`src/sv/lir_pkg.sv`:
```
// Package for the linear interpolation resampler: constants, control types, microcode table.
package lir_pkg;

  localparam int SAMPLE_WIDTH_DEF    = 16;
  localparam int PHASE_FRAC_BITS_DEF = 16;
  localparam int RATE_W              = 21;
  localparam int CHAN_W              = 2;
  localparam int CFG_IDX_W           = 2;
  localparam int MAX_OUT             = 16;
  localparam int CNT_W               = $clog2(MAX_OUT + 1);
  localparam int UPC_W               = 3;

  localparam logic [CFG_IDX_W-1:0] REG_RATE_STEP     = CFG_IDX_W'(0);
  localparam logic [CFG_IDX_W-1:0] REG_CHANNELS_USED = CFG_IDX_W'(1);

  localparam logic [RATE_W-1:0] RATE_RST  = RATE_W'(65536);
  localparam logic [CHAN_W-1:0] CHAN_RST  = CHAN_W'(2);
  localparam logic [CHAN_W-1:0] CHAN_MONO = CHAN_W'(1);

  // microcode addresses
  localparam logic [UPC_W-1:0] U_WAIT = UPC_W'(0);
  localparam logic [UPC_W-1:0] U_LOAD = UPC_W'(1);
  localparam logic [UPC_W-1:0] U_DIFF = UPC_W'(2);
  localparam logic [UPC_W-1:0] U_TEST = UPC_W'(3);
  localparam logic [UPC_W-1:0] U_MUL  = UPC_W'(4);
  localparam logic [UPC_W-1:0] U_EMIT = UPC_W'(5);
  localparam logic [UPC_W-1:0] U_END  = UPC_W'(6);

  typedef enum logic [1:0] {
    W_NONE,
    W_IN,
    W_OUT
  } wait_e;

  typedef enum logic [1:0] {
    J_NEVER,
    J_ALWAYS,
    J_HAVE,
    J_DONE
  } jcond_e;

  typedef struct packed {
    logic in_rdy;
    logic ld_cur;
    logic ld_prev;
    logic set_have;
    logic ld_diff;
    logic init_ph;
    logic ld_prod;
    logic emit;
    logic fin;
  } ctl_t;

  typedef struct packed {
    wait_e            wt;
    jcond_e           jc;
    logic [UPC_W-1:0] target;
    ctl_t             ctl;
  } uword_t;

  typedef struct packed {
    logic             have_prev;
    logic             done;
    logic             out_busy;
    logic [CNT_W-1:0] n;
  } stat_t;

  function automatic uword_t ucode_rom(logic [UPC_W-1:0] addr);
    uword_t w;
    w        = '0;
    w.wt     = W_NONE;
    w.jc     = J_ALWAYS;
    w.target = U_WAIT;
    unique case (addr)
      U_WAIT: begin
        w.wt = W_IN;  w.jc = J_HAVE; w.target = U_DIFF;
        w.ctl.in_rdy = 1'b1; w.ctl.ld_cur = 1'b1;
      end
      U_LOAD: begin
        w.jc = J_ALWAYS; w.target = U_WAIT;
        w.ctl.ld_prev = 1'b1; w.ctl.set_have = 1'b1;
      end
      U_DIFF: begin
        w.jc = J_NEVER;
        w.ctl.ld_diff = 1'b1; w.ctl.init_ph = 1'b1;
      end
      U_TEST: begin
        w.jc = J_DONE; w.target = U_END;
      end
      U_MUL: begin
        w.jc = J_NEVER;
        w.ctl.ld_prod = 1'b1;
      end
      U_EMIT: begin
        w.wt = W_OUT; w.jc = J_ALWAYS; w.target = U_TEST;
        w.ctl.emit = 1'b1;
      end
      U_END: begin
        w.jc = J_ALWAYS; w.target = U_WAIT;
        w.ctl.fin = 1'b1; w.ctl.ld_prev = 1'b1;
      end
      default: begin
        w.jc = J_ALWAYS; w.target = U_WAIT;
      end
    endcase
    return w;
  endfunction

endpackage

```
`src/sv/lir_seq.sv`:
```
// Microcode sequencer: step counter, control table lookup, waits and conditional jumps.
module lir_seq
  import lir_pkg::*;
(
  input  logic  clk_i,
  input  logic  rst_ni,
  input  logic  in_valid_i,
  input  stat_t stat_i,
  output ctl_t  ctl_o
);

  logic [UPC_W-1:0] upc_q, upc_d;
  uword_t           word;
  logic             go;
  logic             jump;

  always_comb begin
    word = ucode_rom(upc_q);
    unique case (word.wt)
      W_IN:    go = in_valid_i;
      W_OUT:   go = !stat_i.out_busy;
      default: go = 1'b1;
    endcase
    unique case (word.jc)
      J_ALWAYS: jump = 1'b1;
      J_HAVE:   jump = stat_i.have_prev;
      J_DONE:   jump = stat_i.done;
      default:  jump = 1'b0;
    endcase
    if (!go) begin
      upc_d = upc_q;
    end else if (jump) begin
      upc_d = word.target;
    end else begin
      upc_d = upc_q + UPC_W'(1);
    end
    ctl_o        = go ? word.ctl : '0;
    ctl_o.in_rdy = word.ctl.in_rdy;
  end

  always_ff @(posedge clk_i or negedge rst_ni) begin
    if (!rst_ni) begin
      upc_q <= U_WAIT;
    end else begin
      upc_q <= upc_d;
    end
  end

endmodule

```
`src/sv/lir_datapath.sv`:
```
// Resampler datapath: config registers, frame store, phase, multipliers, output register.
module lir_datapath
  import lir_pkg::*;
#(
  parameter int SAMPLE_WIDTH    = SAMPLE_WIDTH_DEF,
  parameter int PHASE_FRAC_BITS = PHASE_FRAC_BITS_DEF
) (
  input  logic                           clk_i,
  input  logic                           rst_ni,
  input  ctl_t                           ctl_i,
  input  logic                           cfg_we_i,
  input  logic [CFG_IDX_W-1:0]           cfg_idx_i,
  input  logic [RATE_W-1:0]              cfg_data_i,
  input  logic signed [SAMPLE_WIDTH-1:0] sample_0_i,
  input  logic signed [SAMPLE_WIDTH-1:0] sample_1_i,
  input  logic                           out_ready_i,
  output logic                           out_valid_o,
  output logic signed [SAMPLE_WIDTH-1:0] out_0_o,
  output logic signed [SAMPLE_WIDTH-1:0] out_1_o,
  output logic                           last_o,
  output stat_t                          stat_o
);

  localparam int SW   = SAMPLE_WIDTH;
  localparam int PF   = PHASE_FRAC_BITS;
  localparam int PSW  = PF + 5;
  localparam int PHW  = ((PSW > RATE_W) ? PSW : RATE_W) + 1;
  localparam int PRW  = SW + PF + 2;
  localparam logic [PHW-1:0] ONE = PHW'(1) << PF;

  logic [RATE_W-1:0]    rate_q;
  logic [CHAN_W-1:0]    chan_q;
  logic signed [SW-1:0] cur0_q, cur1_q, prev0_q, prev1_q;
  logic                 have_q;
  logic [PSW-1:0]       phase_q;
  logic [PHW-1:0]       ph_q, ph_next;
  logic [CNT_W-1:0]     n_q;
  logic signed [SW:0]   diff0_q, diff1_q, diff0_d, diff1_d;
  logic signed [PRW-1:0] prod0_q, prod1_q, sh0, sh1;
  logic signed [PF:0]   frac_s;
  logic signed [SW-1:0] o0, o1;
  logic                 mono, ph_ge, last_d;
  logic                 out_valid_q, last_q;
  logic signed [SW-1:0] out0_q, out1_q;

  always_comb begin
    mono    = (chan_q == CHAN_MONO);
    ph_ge   = (ph_q >= ONE);
    ph_next = ph_q + PHW'(rate_q);
    last_d  = (ph_next >= ONE) || (n_q == CNT_W'(MAX_OUT - 1));
    diff0_d = $signed({cur0_q[SW-1], cur0_q}) - $signed({prev0_q[SW-1], prev0_q});
    diff1_d = $signed({cur1_q[SW-1], cur1_q}) - $signed({prev1_q[SW-1], prev1_q});
    frac_s  = $signed({1'b0, ph_q[PF-1:0]});
    sh0     = prod0_q >>> PF;
    sh1     = prod1_q >>> PF;
    o0      = prev0_q + sh0[SW-1:0];
    o1      = mono ? '0 : prev1_q + sh1[SW-1:0];
  end

  always_ff @(posedge clk_i or negedge rst_ni) begin
    if (!rst_ni) begin
      rate_q      <= RATE_RST;
      chan_q      <= CHAN_RST;
      prev0_q     <= '0;
      prev1_q     <= '0;
      have_q      <= 1'b0;
      phase_q     <= '0;
      ph_q        <= '0;
      n_q         <= '0;
      out_valid_q <= 1'b0;
    end else begin
      if (cfg_we_i && cfg_idx_i == REG_RATE_STEP) begin
        rate_q <= cfg_data_i;
      end
      if (cfg_we_i && cfg_idx_i == REG_CHANNELS_USED) begin
        chan_q <= cfg_data_i[CHAN_W-1:0];
      end
      if (ctl_i.ld_prev) begin
        prev0_q <= cur0_q;
        prev1_q <= cur1_q;
      end
      if (ctl_i.set_have) begin
        have_q <= 1'b1;
      end
      if (ctl_i.init_ph) begin
        ph_q <= PHW'(phase_q);
        n_q  <= '0;
      end else if (ctl_i.emit) begin
        ph_q <= ph_next;
        n_q  <= n_q + CNT_W'(1);
      end
      if (ctl_i.fin) begin
        phase_q <= ph_ge ? PSW'(ph_q - ONE) : '0;
      end
      if (ctl_i.emit) begin
        out_valid_q <= 1'b1;
      end else if (out_ready_i) begin
        out_valid_q <= 1'b0;
      end
    end
  end

  always_ff @(posedge clk_i) begin
    if (ctl_i.ld_cur) begin
      cur0_q <= sample_0_i;
      cur1_q <= sample_1_i;
    end
    if (ctl_i.ld_diff) begin
      diff0_q <= diff0_d;
      diff1_q <= diff1_d;
    end
    if (ctl_i.ld_prod) begin
      prod0_q <= diff0_q * frac_s;
      prod1_q <= diff1_q * frac_s;
    end
    if (ctl_i.emit) begin
      out0_q <= o0;
      out1_q <= o1;
      last_q <= last_d;
    end
  end

  assign out_valid_o      = out_valid_q;
  assign out_0_o          = out0_q;
  assign out_1_o          = out1_q;
  assign last_o           = last_q;
  assign stat_o.have_prev = have_q;
  assign stat_o.done      = ph_ge || (n_q == CNT_W'(MAX_OUT));
  assign stat_o.out_busy  = out_valid_q && !out_ready_i;
  assign stat_o.n         = n_q;

endmodule

```
`src/sv/linear_interp_resampler_top.sv`:
```
// Top level of the linear interpolation sample-rate converter.
//
//  channel | direction | handshake             | payload
//  --------+-----------+-----------------------+------------------------------
//  in      | input     | in_valid_i/in_ready_o | sample_0_i, sample_1_i
//  out     | output    | out_valid_o/out_ready_i | out_0_o, out_1_o, last_o
//  cfg     | input     | cfg_we_i (no wait)    | cfg_idx_i, cfg_data_i
//
// First frame: wait and load. Later frame with n results: wait, diff, n passes
// of the microcode loop test/multiply/emit around the shared per-channel multipliers.
// Reset clears the stored frame, phase and config to defaults; no clearing pass.
// A stalled output holds the emit step; a new frame is taken only between frames,
// while the last result may still wait in the output register.
module linear_interp_resampler_top
  import lir_pkg::*;
#(
  parameter int SAMPLE_WIDTH    = SAMPLE_WIDTH_DEF,
  parameter int PHASE_FRAC_BITS = PHASE_FRAC_BITS_DEF
) (
  input  logic                           clk_i,
  input  logic                           rst_ni,
  input  logic                           cfg_we_i,
  input  logic [CFG_IDX_W-1:0]           cfg_idx_i,
  input  logic [RATE_W-1:0]              cfg_data_i,
  input  logic                           in_valid_i,
  output logic                           in_ready_o,
  input  logic signed [SAMPLE_WIDTH-1:0] sample_0_i,
  input  logic signed [SAMPLE_WIDTH-1:0] sample_1_i,
  output logic                           out_valid_o,
  input  logic                           out_ready_i,
  output logic signed [SAMPLE_WIDTH-1:0] out_0_o,
  output logic signed [SAMPLE_WIDTH-1:0] out_1_o,
  output logic                           last_o
);

  ctl_t  ctl;
  stat_t stat;

  lir_seq u_seq (
    .clk_i      (clk_i),
    .rst_ni     (rst_ni),
    .in_valid_i (in_valid_i),
    .stat_i     (stat),
    .ctl_o      (ctl)
  );

  lir_datapath #(
    .SAMPLE_WIDTH    (SAMPLE_WIDTH),
    .PHASE_FRAC_BITS (PHASE_FRAC_BITS)
  ) u_dp (
    .clk_i       (clk_i),
    .rst_ni      (rst_ni),
    .ctl_i       (ctl),
    .cfg_we_i    (cfg_we_i),
    .cfg_idx_i   (cfg_idx_i),
    .cfg_data_i  (cfg_data_i),
    .sample_0_i  (sample_0_i),
    .sample_1_i  (sample_1_i),
    .out_ready_i (out_ready_i),
    .out_valid_o (out_valid_o),
    .out_0_o     (out_0_o),
    .out_1_o     (out_1_o),
    .last_o      (last_o),
    .stat_o      (stat)
  );

  assign in_ready_o = ctl.in_rdy;

  a_one_frame: assert property (@(posedge clk_i) disable iff (!rst_ni)
    in_valid_i && in_ready_o |=> !in_ready_o)
    else $error("frame transfer not followed by busy sequencer");

  a_no_out_before_frame: assert property (@(posedge clk_i) disable iff (!rst_ni)
    !stat.have_prev |-> !out_valid_o)
    else $error("result before any frame stored");

  a_out_limit: assert property (@(posedge clk_i) disable iff (!rst_ni)
    stat.n <= CNT_W'(MAX_OUT))
    else $error("result count per frame exceeds limit");

  a_emit_gated: assert property (@(posedge clk_i) disable iff (!rst_ni)
    ctl.emit |-> !stat.out_busy)
    else $error("emit while output register blocked");

endmodule

```
`config.mk`:
```
export PLATFORM = sky130hd
export DESIGN_NAME = linear_interp_resampler_top
export DESIGN_NICKNAME = d
export VERILOG_FILES = /design/src/sv/lir_pkg.sv /design/src/sv/lir_seq.sv /design/src/sv/lir_datapath.sv /design/src/sv/linear_interp_resampler_top.sv
export SDC_FILE = /design/constraint.sdc
export NUM_CORES = 2
export LEC_CHECK = 0
export ABC_AREA = 1
export ABC_CLOCK_PERIOD_IN_PS = 11930
export BUFFER_PORTS_ARGS = -buffer_cell sky130_fd_sc_hd__buf_4
export CORE_ASPECT_RATIO = 1.75
export CORE_UTILIZATION = 30
export CTS_CLUSTER_SIZE = 40
export DETAILED_ROUTE_END_ITERATION = 12
export PLACE_DENSITY = 0.51
export SLEW_MARGIN = 10
export SYNTH_ARGS = -nofsm -noshare
export SYNTH_HDL_FRONTEND = slang
export SYNTH_SLANG_ARGS = --single-unit
```
`constraint.sdc`:
```
create_clock -name clk_i -period 11.93 [get_ports clk_i]
set_input_delay 1.193 -clock clk_i [delete_from_list [all_inputs] [get_ports clk_i]]
set_output_delay 1.193 -clock clk_i [all_outputs]
set_load 0.005 [all_outputs]
```
==> impl_metrics.sql <==
INSERT INTO impl_metrics (metric_group, metric, value, unit) VALUES
('setup_path', 'cp-start-kind', 'flop', ''),
('floorplanning', 'design.core.area', '113000', 'um2'),
('layout', 'layout.nets', '5033', ''),
('timing', 'final_critical_path_setup_slack', '5.41', 'ns'),
('clock_network', 'cts_buffers', '29', ''),
('clock_network', 'insertion_delay', '0.62', 'ns'),
('synth', 'part_of_the_yosys_area_used_for_sequential_elements', '19.5', '%'),
('synth', 'synth_top_family_by_area', 'adder cells', ''),
('floorplanning', 'placement_rows', '163', ''),
('clock_network', 'post_cts_resized', '0', ''),
('synth', 'synth_compound_gate_area_share', '6.55', '%'),
('timing', 'unrepaired_setup_endpoints_after_global_routing', 'false', ''),
('global_routing', 'grt_overflow', '0', ''),
('setup_path', 'family_with_the_most_delay_on_the_worst_path', 'adder cells', ''),
('timing', 'timing.final.hold_violations', '0', ''),
('setup_path', 'crit_fanout', '16', ''),
('layout', 'finalInstanceArea', '37300', 'um2'),
('timing', 'worst_case_headroom_to_the_max_slew_limit', '22.7', '%'),
('synth', 'xor_and_xnor_fraction_of_the_mapped_netlist_area', '2.59', '%'),
('synth', 'synthArstFlopShare', '45.2', '%'),
('setup_path', 'critPathBufInv', '5', ''),
('routing', 'via_count', '26100', ''),
('floorplanning', 'fp.dieArea', '115000', 'um2'),
('setup_path', 'endpoint_class_of_the_critical_path', 'flop', ''),
('clock_network', 'clockBufferDepth', '3', ''),
('timing', 'fmaxAchievable', '153', 'MHz'),
('placement', 'detailedPlace.worstSlack', '5.48', 'ns'),
('job', 'cap_viol_max_count', '0', ''),
('floorplanning', 'floorplan.io_pins', '95', ''),
('floorplanning', 'fp.dieW', '257', 'um'),
('timing', 'sum_of_negative_setup_slack', '0', 'ns'),
('clock_network', 'cts_hold_buf', '0', ''),
('placement', 'placement.io_buffers', '94', ''),
('setup_path', 'cp_data_arrival_time', '6.91', 'ns'),
('routing', 'drc_errors', '0', ''),
('setup_path', 'path_depth', '20', ''),
('worst_hold_path', 'hold_path_class', 'reg2reg', ''),
('floorplanning', 'die_height', '448', 'um'),
('timing', 'final_min_period_over_clock_period', '54.7', '%'),
('placement', 'gpl_congestion', '0.913', ''),
('clock_network', 'ctsHtreeMaxLevel', '1', ''),
('clock_network', 'tritoncts', 'yes', ''),
('routing', 'drt_antenna_net_count', '0', ''),
('layout', 'areaGrowthSynthToFinish', '9.46', '%'),
('clock_network', 'clk_root_buffer_cell', 'clkbuf_16', ''),
('timing', 'worst-slew-pin-transition', '1.15', 'ns'),
('worst_hold_path', 'whs_path_depth', '2', ''),
('routing', 'dr.pass1.iters', '6', ''),
('timing', 'slew_viol_final', '0', ''),
('timing', 'finalSetupViolations', '0', ''),
('global_routing', 'grt_first_pass_wirelength', '160000', 'um'),
('setup_path', 'cp_data_required_time', '12.32', 'ns'),
('timing', 'finClkSkew', '0.0150', 'ns'),
('routing', 'wirelength_per_cell', '17.6', 'um'),
('outcome', 'status', 'finished clean', ''),
('synth', 'synth_simple_gate_area_share', '15.8', '%'),
('routing', 'wl', '100000', 'um'),
('synth', 'yosys_warnings', '0', ''),
('clock_network', 'cts_setup_buffers', '0', ''),
('global_routing', 'grt_usage', '18.0', '%'),
('global_routing', 'grt_start_max_net_pins', '69', ''),
('placement', 'placedInstanceArea', '36300', 'um2'),
('clock_network', 'clkSinkCount', '239', ''),
('clock_network', 'worst_setup_hold_path_clk_slew', '0.07', 'ns'),
('global_routing', 'grt_pass1_vias', '29200', ''),
('layout', 'post_route_cells_drive_above_1_share', '5.01', '%'),
('synth', 'post_synthesis_cell_area', '34100', 'um2'),
('setup_path', 'critical_path.slowest_cell', 'fa_1', ''),
('synth', 'synth-edff-count', '131', ''),
('layout', 'post-route-util', '33.1', '%'),
('routing', 'vias_per_cell', '4.59', '');
[worst paths after layout]
kind | start | endpoint | slack (ns)
worst max-delay path | u_dp.diff1_q[16]$_DFFE_PP_ | u_dp.prod1_q[28]$_DFFE_PP_ | 5.41
worst min-delay path | u_dp.have_q$_DFFE_PN0P_ | u_dp.have_q$_DFFE_PN0P_ | 0.47
worst max register to register | u_dp.diff1_q[16]$_DFFE_PP_ | u_dp.prod1_q[28]$_DFFE_PP_ | 5.41
worst min register to register | u_dp.have_q$_DFFE_PN0P_ | u_dp.have_q$_DFFE_PN0P_ | 0.47
max in group asynchronous | rst_ni | u_dp.rate_q[4]$_DFFE_PN0P_ | 9.97
min in group asynchronous | rst_ni | u_dp.prev1_q[5]$_DFFE_PN0P_ | 0.58
[worst register-to-register path: stages, from the launching register on]
cell and delay [ns]:
edfxtp_1 0.63, nand2_1 0.22, inv_1 0.10, fa_1 0.70, inv_1 0.15, fa_1 0.56, inv_1 0.28, fa_1 0.51
fa_1 0.51, fa_1 0.49, inv_1 0.05, fa_1 0.48, inv_1 0.04, ha_1 0.38, nand2_1 0.12, nor2_1 0.19
nand2_1 0.13, nor4_1 0.18, o21ai_0 0.34, nand3_1 0.16, nand2_1 0.06
[registers in the layout (all words and copies together) (netlist names), 17 cells and up]
name          flops
u_dp.ph_q        22
u_dp.phase_q     21
u_dp.diff0_q     17
u_dp.rate_q      21
u_dp.diff1_q     17
[layout by cell type (no fill, tap or decap), types with 4 or more instances in the layout]
cell type and n:
o21bai_1 13, fa_1 535, nand3_1 117, nand3b_1 7
clkbuf_16 29, inv_1 1136, nor2_1 171, xnor2_1 43
xor2_1 58, o22ai_1 12, nor4_1 4, a22oi_1 10
edfxtp_1 131, clkbuf_1 4, or2_2 4, nor3_1 21
nand2_1 991, a21boi_0 12, bufinv_16 4, nand4_1 24
o21ai_0 102, o221ai_1 10, a21oi_1 188, ha_1 253
mux2_2 19, o31ai_1 5, a21o_1 17, buf_4 127
dfrtp_1 106, o21a_1 9, a31oi_1 5, clkinv_2 5
clkinv_1 5
[kinds of logic after synthesis]
kind of cell / Yosys count
DFF: 239
adders and majority gates: 788
and+or+nand+nor: 1349
muxes: 19
xor gates and xnor gates: 101
buffers and inverters: 1284
AOI/OAI and AO/OA: 391
[per-layer routing]
metal,track usage [%],up-vias,part of all wire (%)
met5,0,-,0
met4,7.96,0,4.8
met3,1.20,225,2.3
met2,38.4,485,60
met1,16.9,13000,33
li1,-,12400,-
[layout make-up]
cell class,count,area (um2)
clock inverters,20,226
well taps,1485,1860
flip-flops and latches,239,6640
inverters,1140,4280
repair buffers,127,953
fillers,11900,75500
clock buffers,34,754
multi-input cells,2648,22600
[cells in the mapped netlist (2+ instances only)]
master / n / area [um2]
buf_6: 3 / 33.8
or2_2: 4 / 25.0
a21boi_0: 12 / 90.1
ha_1: 253 / 3170
o31ai_1: 5 / 37.5
mux2_2: 19 / 214
a21oi_4: 2 / 32.5
o221ai_1: 10 / 87.6
buf_2: 4 / 20.0
inv_1: 1136 / 4260
a21oi_1: 188 / 941
o21ai_0: 102 / 510
a21o_1: 17 / 128
buf_1: 11 / 41.3
clkbuf_1: 123 / 462
fa_1: 535 / 10700
edfxtp_1: 131 / 3930
a31oi_1: 5 / 31.3
o22ai_1: 12 / 75.1
nor3_1: 22 / 110
inv_2: 3 / 11.3
nand2_1: 991 / 3720
o2111ai_1: 2 / 17.5
xnor2_1: 43 / 377
buf_4: 3 / 22.5
nor2_1: 172 / 646
nand3_1: 117 / 586
nor2_4: 2 / 22.5
xor2_1: 58 / 508
dfrtp_1: 106 / 2650
dfstp_2: 2 / 52.6
nand4_1: 24 / 150
o21bai_1: 13 / 97.6
a22oi_1: 10 / 75.1
nand3b_1: 7 / 52.6
nor4_1: 4 / 25.0
o21a_1: 9 / 67.6
o211ai_1: 2 / 15.0
[stage by stage]
stage,std cells,hold slack (ns)
3_5_place_dp,5639,0.452
5_1_grt,5693,0.505
2_1_floorplan,4171,0.422
6_report,5693,0.469
4_1_cts,5693,0.474
3_3_place_gp,5639,0.443
Power is left out: the tool's default activity adds up to more than one toggle a clock period on the data nets, which glitch-free logic cannot reach.
